$ cat config.mk
export PLATFORM = sky130hd
export DESIGN_NAME = sorted_set_table_unit
export DESIGN_NICKNAME = d
export VERILOG_FILES = /design/src/rtl/core/sst_pkg.sv /design/src/rtl/core/sorted_set_table_unit.sv
export SDC_FILE = /design/constraint.sdc
export NUM_CORES = 1
export LEC_CHECK = 0
export BUFFER_PORTS_ARGS = -buffer_cell sky130_fd_sc_hd__buf_2
export CAP_MARGIN = 0
export CORE_ASPECT_RATIO = 1.1
export CORE_UTILIZATION = 60
export DETAILED_ROUTE_END_ITERATION = 8
export GPL_TIMING_DRIVEN = 0
export PLACE_DENSITY_LB_ADDON = 0.08
export REMOVE_ABC_BUFFERS = 1
export SYNTH_ARGS = -nofsm -noshare
export SYNTH_HDL_FRONTEND = slang
export SYNTH_SLANG_ARGS = --single-unit
$ cat constraint.sdc
create_clock -name i_clk -period 5.65 [get_ports i_clk]
set_input_delay 1.13 -clock i_clk [delete_from_list [all_inputs] [get_ports i_clk]]
set_output_delay 1.13 -clock i_clk [all_outputs]
set_load 0.02 [all_outputs]
$ cat src/rtl/core/sst_pkg.sv
// Shared types and constants for the sorted set table.
// Used by sorted_set_table_unit; depends on nothing else.
package sst_pkg;

    localparam int CAPACITY  = 64;
    localparam int KEY_WIDTH = 16;

    localparam int IDX_W = $clog2(CAPACITY);
    localparam int CNT_W = $clog2(CAPACITY + 1);

    // Port widths
    localparam int OP_W     = 2;
    localparam int KEY_IN_W = 16;
    localparam int ST_W     = 3;
    localparam int POS_W    = 6;
    localparam int CNT_O_W  = 7;

    typedef logic [KEY_WIDTH-1:0] t_key;
    typedef logic [IDX_W-1:0]     t_idx;
    typedef logic [CNT_W-1:0]     t_cnt;

    localparam logic [OP_W-1:0] OP_INSERT = 2'd0;
    localparam logic [OP_W-1:0] OP_DELETE = 2'd1;

    typedef enum logic [ST_W-1:0] {
        ST_OK       = 3'd0,
        ST_DUP      = 3'd1,
        ST_NOTFOUND = 3'd2,
        ST_FULL     = 3'd3,
        ST_EMPTY    = 3'd4
    } t_status;

endpackage

$ cat src/rtl/core/sorted_set_table_unit.sv
// Sorted set table: ordered key store with insert, delete and search.
// Depends on sst_pkg.
//
// Usage:
//   Request channel: drive i_op and i_key with start high; the beat is taken
//   at a rising edge where busy is low. busy stays high until the answer is
//   issued.
//   Answer channel: o_status, o_position and o_count are valid for exactly
//   one cycle while o_strobe is high. The receiver cannot stall; the answer
//   is lost if not taken that cycle. A new request may be given in the same
//   cycle the answer is shown.
//   Operation: keys live in one synchronous RAM (one read, one write port).
//   A binary search finds the key's ordered slot, each probe passing through
//   S_PROBE and S_CMP, and a final S_PROBE visit decides the result. Insert
//   then moves every larger key up one slot and delete moves them down, one
//   key per cycle through the RAM; S_DRAIN then finishes the last move and,
//   for insert, S_PUT places the key.
//   Reset: synchronous, active low; the table is empty after reset. The
//   RAM is not cleared: only slots below the count are ever used.
module sorted_set_table_unit (
    input  logic                       i_clk,
    input  logic                       i_rst_n,
    input  logic                       start,
    output logic                       busy,
    input  logic [sst_pkg::OP_W-1:0]   i_op,
    input  logic [sst_pkg::KEY_IN_W-1:0] i_key,
    output logic                       o_strobe,
    output logic [sst_pkg::ST_W-1:0]   o_status,
    output logic [sst_pkg::POS_W-1:0]  o_position,
    output logic [sst_pkg::CNT_O_W-1:0] o_count
);
    import sst_pkg::*;

    typedef enum logic [5:0] {
        S_IDLE  = 6'b000001,
        S_PROBE = 6'b000010,
        S_CMP   = 6'b000100,
        S_SHIFT = 6'b001000,
        S_DRAIN = 6'b010000,
        S_PUT   = 6'b100000
    } t_state;

    t_key mem [CAPACITY];

    t_state            r_state, n_state;
    logic [OP_W-1:0]   r_op;
    t_key              r_key;
    t_cnt              r_count, n_count;
    t_cnt              r_lo, n_lo;
    t_cnt              r_hi, n_hi;
    logic              r_hit, n_hit;
    t_idx              r_mid, n_mid;
    t_idx              r_sp, n_sp;
    logic              r_wv, n_wv;
    t_idx              r_wa, n_wa;
    t_key              r_rdata;
    logic              r_strobe, n_strobe;
    t_status           r_status, n_status;
    logic [POS_W-1:0]  r_pos, n_pos;

    logic              accept;
    logic [CNT_W:0]    sum;
    t_idx              mid;
    t_idx              rd_addr;
    logic              mem_we;
    t_idx              mem_wa;
    t_key              mem_wd;
    logic              is_ins;
    logic              is_del;

    assign busy   = (r_state != S_IDLE);
    assign accept = start && !busy;
    assign is_ins = (r_op == OP_INSERT);
    assign is_del = (r_op == OP_DELETE);
    assign sum    = {1'b0, r_lo} + {1'b0, r_hi};
    assign mid    = sum[IDX_W:1];

    // Read address: probe during search, shift source during moves
    assign rd_addr = (r_state == S_SHIFT) ? r_sp : mid;

    // Pending shift beat wins; key placement follows the drain, or the search when the key goes at the end
    always_comb begin
        mem_we = 1'b0;
        mem_wa = r_wa;
        mem_wd = r_rdata;
        if (r_wv) begin
            mem_we = 1'b1;
        end else if (r_state == S_PUT) begin
            mem_we = 1'b1;
            mem_wa = IDX_W'(r_lo);
            mem_wd = r_key;
        end
    end

    always_ff @(posedge i_clk) begin
        if (mem_we) begin
            mem[mem_wa] <= mem_wd;
        end
        r_rdata <= mem[rd_addr];
    end

    always_comb begin
        n_state  = r_state;
        n_count  = r_count;
        n_lo     = r_lo;
        n_hi     = r_hi;
        n_hit    = r_hit;
        n_mid    = r_mid;
        n_sp     = r_sp;
        n_wv     = 1'b0;
        n_wa     = r_wa;
        n_strobe = 1'b0;
        n_status = r_status;
        n_pos    = r_pos;

        unique case (r_state)
            S_IDLE: begin
                if (accept) begin
                    n_lo    = '0;
                    n_hi    = r_count;
                    n_hit   = 1'b0;
                    n_state = S_PROBE;
                end
            end
            S_PROBE: begin
                if (r_lo < r_hi) begin
                    n_mid   = mid;
                    n_state = S_CMP;
                end else begin
                    // Search done: r_lo is the lower bound
                    n_state = S_IDLE;
                    n_pos   = '0;
                    unique case (r_op)
                        OP_INSERT: begin
                            if (r_hit) begin
                                n_strobe = 1'b1;
                                n_status = ST_DUP;
                                n_pos    = POS_W'(r_lo);
                            end else if (r_count >= CNT_W'(CAPACITY)) begin
                                n_strobe = 1'b1;
                                n_status = ST_FULL;
                            end else if (r_lo == r_count) begin
                                n_state = S_PUT;
                            end else begin
                                n_sp    = IDX_W'(r_count - 1'b1);
                                n_state = S_SHIFT;
                            end
                        end
                        OP_DELETE: begin
                            if (r_count == '0) begin
                                n_strobe = 1'b1;
                                n_status = ST_EMPTY;
                            end else if (!r_hit) begin
                                n_strobe = 1'b1;
                                n_status = ST_NOTFOUND;
                            end else if (r_lo + 1'b1 == r_count) begin
                                n_strobe = 1'b1;
                                n_status = ST_OK;
                                n_pos    = POS_W'(r_lo);
                                n_count  = r_count - 1'b1;
                            end else begin
                                n_sp    = IDX_W'(r_lo + 1'b1);
                                n_state = S_SHIFT;
                            end
                        end
                        default: begin
                            n_strobe = 1'b1;
                            if (r_hit) begin
                                n_status = ST_OK;
                                n_pos    = POS_W'(r_lo);
                            end else begin
                                n_status = ST_NOTFOUND;
                            end
                        end
                    endcase
                end
            end
            S_CMP: begin
                if (r_rdata < r_key) begin
                    n_lo = CNT_W'(r_mid) + 1'b1;
                end else begin
                    n_hi = CNT_W'(r_mid);
                end
                if (r_rdata == r_key) begin
                    n_hit = 1'b1;
                end
                n_state = S_PROBE;
            end
            S_SHIFT: begin
                // Read slot r_sp now, write it one slot over next cycle
                n_wv = 1'b1;
                if (is_ins) begin
                    n_wa = r_sp + 1'b1;
                    if (CNT_W'(r_sp) == r_lo) begin
                        n_state = S_DRAIN;
                    end else begin
                        n_sp = r_sp - 1'b1;
                    end
                end else begin
                    n_wa = r_sp - 1'b1;
                    if (CNT_W'(r_sp) + 1'b1 == r_count) begin
                        n_state = S_DRAIN;
                    end else begin
                        n_sp = r_sp + 1'b1;
                    end
                end
            end
            S_DRAIN: begin
                if (is_del) begin
                    n_strobe = 1'b1;
                    n_status = ST_OK;
                    n_pos    = POS_W'(r_lo);
                    n_count  = r_count - 1'b1;
                    n_state  = S_IDLE;
                end else begin
                    n_state = S_PUT;
                end
            end
            S_PUT: begin
                n_strobe = 1'b1;
                n_status = ST_OK;
                n_pos    = POS_W'(r_lo);
                n_count  = r_count + 1'b1;
                n_state  = S_IDLE;
            end
            default: begin
                n_state = S_IDLE;
            end
        endcase
    end

    always_ff @(posedge i_clk) begin
        if (!i_rst_n) begin
            r_state  <= S_IDLE;
            r_count  <= '0;
            r_wv     <= 1'b0;
            r_strobe <= 1'b0;
        end else begin
            r_state  <= n_state;
            r_count  <= n_count;
            r_wv     <= n_wv;
            r_strobe <= n_strobe;
        end
    end

    always_ff @(posedge i_clk) begin
        if (accept) begin
            r_op  <= i_op;
            r_key <= t_key'(i_key);
        end
        r_lo     <= n_lo;
        r_hi     <= n_hi;
        r_hit    <= n_hit;
        r_mid    <= n_mid;
        r_sp     <= n_sp;
        r_wa     <= n_wa;
        r_status <= n_status;
        r_pos    <= n_pos;
    end

    assign o_strobe   = r_strobe;
    assign o_status   = r_status;
    assign o_position = r_pos;
    assign o_count    = CNT_O_W'(r_count);

    a_count_max: assert property (@(posedge i_clk) disable iff (!i_rst_n)
        r_count <= CNT_W'(CAPACITY))
        else $error("key count above capacity");

    a_count_with_answer: assert property (@(posedge i_clk) disable iff (!i_rst_n)
        (r_count != $past(r_count)) |-> o_strobe)
        else $error("key count changed without an answer");

    a_strobe_after_busy: assert property (@(posedge i_clk) disable iff (!i_rst_n)
        o_strobe |-> $past(busy))
        else $error("answer issued without a request in flight");

    a_no_write_idle: assert property (@(posedge i_clk) disable iff (!i_rst_n)
        (r_state == S_IDLE) |-> !mem_we)
        else $error("RAM written while idle");

endmodule
==> impl_metrics.yaml <==
floorplan:
  placementRows: 106
  die_h_um: 294
  ioPinCount: 39
  coreArea_um2: 76300
  dieWidth_um: 267
  initial_core_util_pct: 60.9
  die_area_um2: 78500
critical_path:
  crit_arrival_ns: 5.90
  worstSetupEndpoint: "r_rdata[13]"
  r2r.worst_path.cells: 11
  reg2reg_from: "r_state[5]"
  cp-startpoint: "r_state[5]"
  slowest_stage: "o32ai_1"
  end_kind: "flop"
  cpMostUsedCell: "buf_16"
  crit_buf_inv: 4
  start_kind: "flop"
  reg2reg_to: "r_rdata[13]"
  path_class: "reg2reg"
  cp_max_fo: 77
  crit_required_ns: 6.12
  cp_cell_sequence: "nor4_4 -> nand2_2 -> inv_2 -> a21o_4 -> buf_16 -> buf_16 -> buf_16 -> a311oi_1 -> or4_1 -> o32ai_1 -> a2111oi_2"
  rrSetupSlack_ns: 0.23
  slowest_delay_ns: 0.76
  crit_cells: 11
  cp_top_family: "simple AND/OR/NAND/NOR gates"
pwr:
  irDropWorstVdd_mv: 0.331
  finalPower_w: 0.0257
  power_density_nw_per_um2: 488
  p_leak_nw: 17.9
clocking:
  clk_latency_ns: 0.67
  root_buffer: "clkbuf_16"
  cts_buffer_depth: 3
  cts_tree: "built"
  hold_buffers: 0
  cts_buffers: 109
  clock_sinks: 1115
  cts_htree_levels: 3
  clk_pin_slew_ns: 0.06
grt:
  grt-ovfl-total: 0
  grt_pass1_wl_um: 183000
  grt_pass1_vias: 28919
  grt_use_total_pct: 31.7
  grt_max_degree: 147
  antenna_found_initial: 2
synthesis:
  ys_seq_area_share_pct: 71.5
  synth_cell_types: 77
  synth_warnings: 0
  ys.flop_type: "edfxtp_1"
  ys_ff_latch: 1115
  async_reset_ff_share_pct: 0
  synth_edf_count: 1084
  netlist_area_um2: 46400
  synthCells: 3488
  avgSynthCellArea_um2: 13.3
timing:
  fin_crit_sh_pct: 96.0
  fin_crit_ns: 5.42
  setup_viol: 0
  fin_skew_ns: 0.0234
  hold_violations: 0
  maxSlewViolCount: 2
  max_slew_margin_pct: -3.58
  tightest_slew_ns: 1.55
  fmax_mhz: 184
  rsz0062_at_grt: "false"
outcome:
  status: "finished, violations left"
  violations: "max-capacitance violations, max-slew violations"
cells_and_area:
  areaGrowthSynthToFinish_pct: 13.3
  finalNonFillerCells: 4612
  fill_cells: 5180
  antenna_cells: 0
  final_util_pct: 69.0
  fin_nets: 3552
  drive_above_1_share_pct: 12.1
route:
  num_vias: 30193
  drt_first_pass_iters: 5
  wl_per_cell_um: 26.9
  first_iter_violations: 3896
  route.detailed.drc: 0
  wirelength_um: 124000
  postRouteAntennaNets: 0
  viasPerCell: 6.55
placed_design:
  place_inst: 4404
  place_congestion: 0.888
  dpl.hpwl_um: 74600
  portBuffers: 38
run:
  max_cap_viol_count: 1
worst_hold_path:
  min_from: "r_mid[5]"
  min_path_type: "reg2reg"
[worst register-to-register path, delay by kind of cell, from the launching register on]
kind | cells | cell delay [ns]
AOI/OAI and AO/OA | 4 | 1.50
buffers and inverters | 4 | 1.65
DFF | 1 | 0.42
and+or+nand+nor | 3 | 1.65
[kinds of logic (layout without fill, tap and decap cells)]
family | Yosys count | after routing | share of synthesized area [%]
AO/OA/AOI/OAI | 575 | 576 | 9.58
XOR/XNOR | 54 | 54 | 1.04
AND/OR/NAND/NOR | 1392 | 1394 | 13.6
flip-flops | 1115 | 1115 | 71.5
multiplexers | 26 | 26 | 0.604
buffers and inverters | 292 | 387 | 2.80
adder cells (fa/ha/maj) | 34 | 34 | 0.933
[flip-flops by register name, summed over array words and instances (netlist names)]
register    count
o_status        3
r_wa            6
r_op            2
r_hit           1
r_sp            6
r_hi            7
r_rdata        16
o_position      6
r_mid           6
o_strobe        1
o_count         7
r_state         6
r_lo            7
r_wv            1
mem          1024
r_key          16
[through the flow]
stage / TNS [ns] / setup slack, ns / hold WS [ns] / area [µm²]
6_report: 0 / 0.227 / 0.624 / 52600
5_1_grt: 0 / 0.0409 / 0.614 / 52600
4_1_cts: 0 / 0.000641 / 0.602 / 52500
3_5_place_dp: -0.287 / -0.141 / 0.597 / 48900
3_3_place_gp: -1351.84 / -15.22 / 0.592 / 46700
2_1_floorplan: -67.69 / -4.30 / 0.544 / 45300
[final cells by class]
| cell class | count | area (µm²) | share of cell area (%) |
|---|---|---|---|
| clock buffer | 129 | 2870 | 5.45 |
| clock inverter | 71 | 678 | 1.29 |
| inverter | 40 | 150 | 0.285 |
| multi-input combinational | 2084 | 12300 | 23.4 |
| sequential | 1115 | 33200 | 63.1 |
| tap | 1026 | 1280 | 2.44 |
| timing repair buffer | 147 | 2130 | 4.06 |
[layer usage]
| metal | vias to the layer above | part of all wire [%] | track usage [%] |
|---|---|---|---|
| met4 | 0 | 3.9 | 12.8 |
| li1 | 13261 | - | - |
| met1 | 15110 | 40 | 45.4 |
| met5 | - | 0 | 0 |
| met3 | 231 | 9.4 | 4.78 |
| met2 | 1591 | 46 | 49.1 |
[Yosys cell counts, drive strengths merged (35+ instances only)]
| cell type | count | share of area (%) |
|---|---|---|
| nand2 | 802 | 6.5 |
| edfxtp | 1084 | 70 |
| a311oi | 134 | 2.5 |
| a211oi | 148 | 2.4 |
| clkbuf | 136 | 1.1 |
| buf | 116 | 1.4 |
| nor2 | 100 | 0.81 |
| nand3 | 170 | 1.8 |
| o21ai | 35 | 0.40 |
| inv | 40 | 0.32 |
| a31oi | 101 | 1.4 |
| and3 | 195 | 2.6 |
[layout by cell type (no fill, tap or decap), types with 17 or more instances in the layout]
master	instances
a211oi_1	148
a21oi_1	31
a311oi_1	134
a31oi_1	98
a32o_1	26
and3_1	195
buf_16	26
buf_2	39
buf_8	47
clkbuf_1	17
clkbuf_16	112
clkinv_1	23
clkinv_2	26
dfxtp_1	31
edfxtp_1	1084
ha_1	33
inv_1	38
nand2_1	800
nand2b_1	24
nand3_1	169
nor2_1	36
nor2_2	62
o21ai_0	31
or4_1	18
xnor2_1	32
xor2_1	21
[timing repair]
| action | CTS | global route |
|---|---|---|
| pin swaps | 1 | 1 |
| buffers inserted | 0 | 3 |
| gates cloned | 2 | 1 |
| setup endpoints to repair | 7 | 23 |
| gates resized for setup | 1 | 1 |
[where the power goes]
group          total, W  internal [W]  switching, W
clock network   0.00722       0.00416       0.00306
logic           0.00796       0.00227       0.00569
registers        0.0105        0.0104      0.000102
[worst min path at each step]
stage                endpoint  cells after the start  slack (ns)
detailed placement    r_hi[1]                      2        0.60
global placement      r_hi[1]                      2        0.59
CTS                 r_key[10]                      1        0.60
global route         r_key[5]                      1        0.61
finish                r_hi[5]                      2        0.62
floorplan             r_hi[5]                      2        0.54
(Power assumes the default switching activity.)
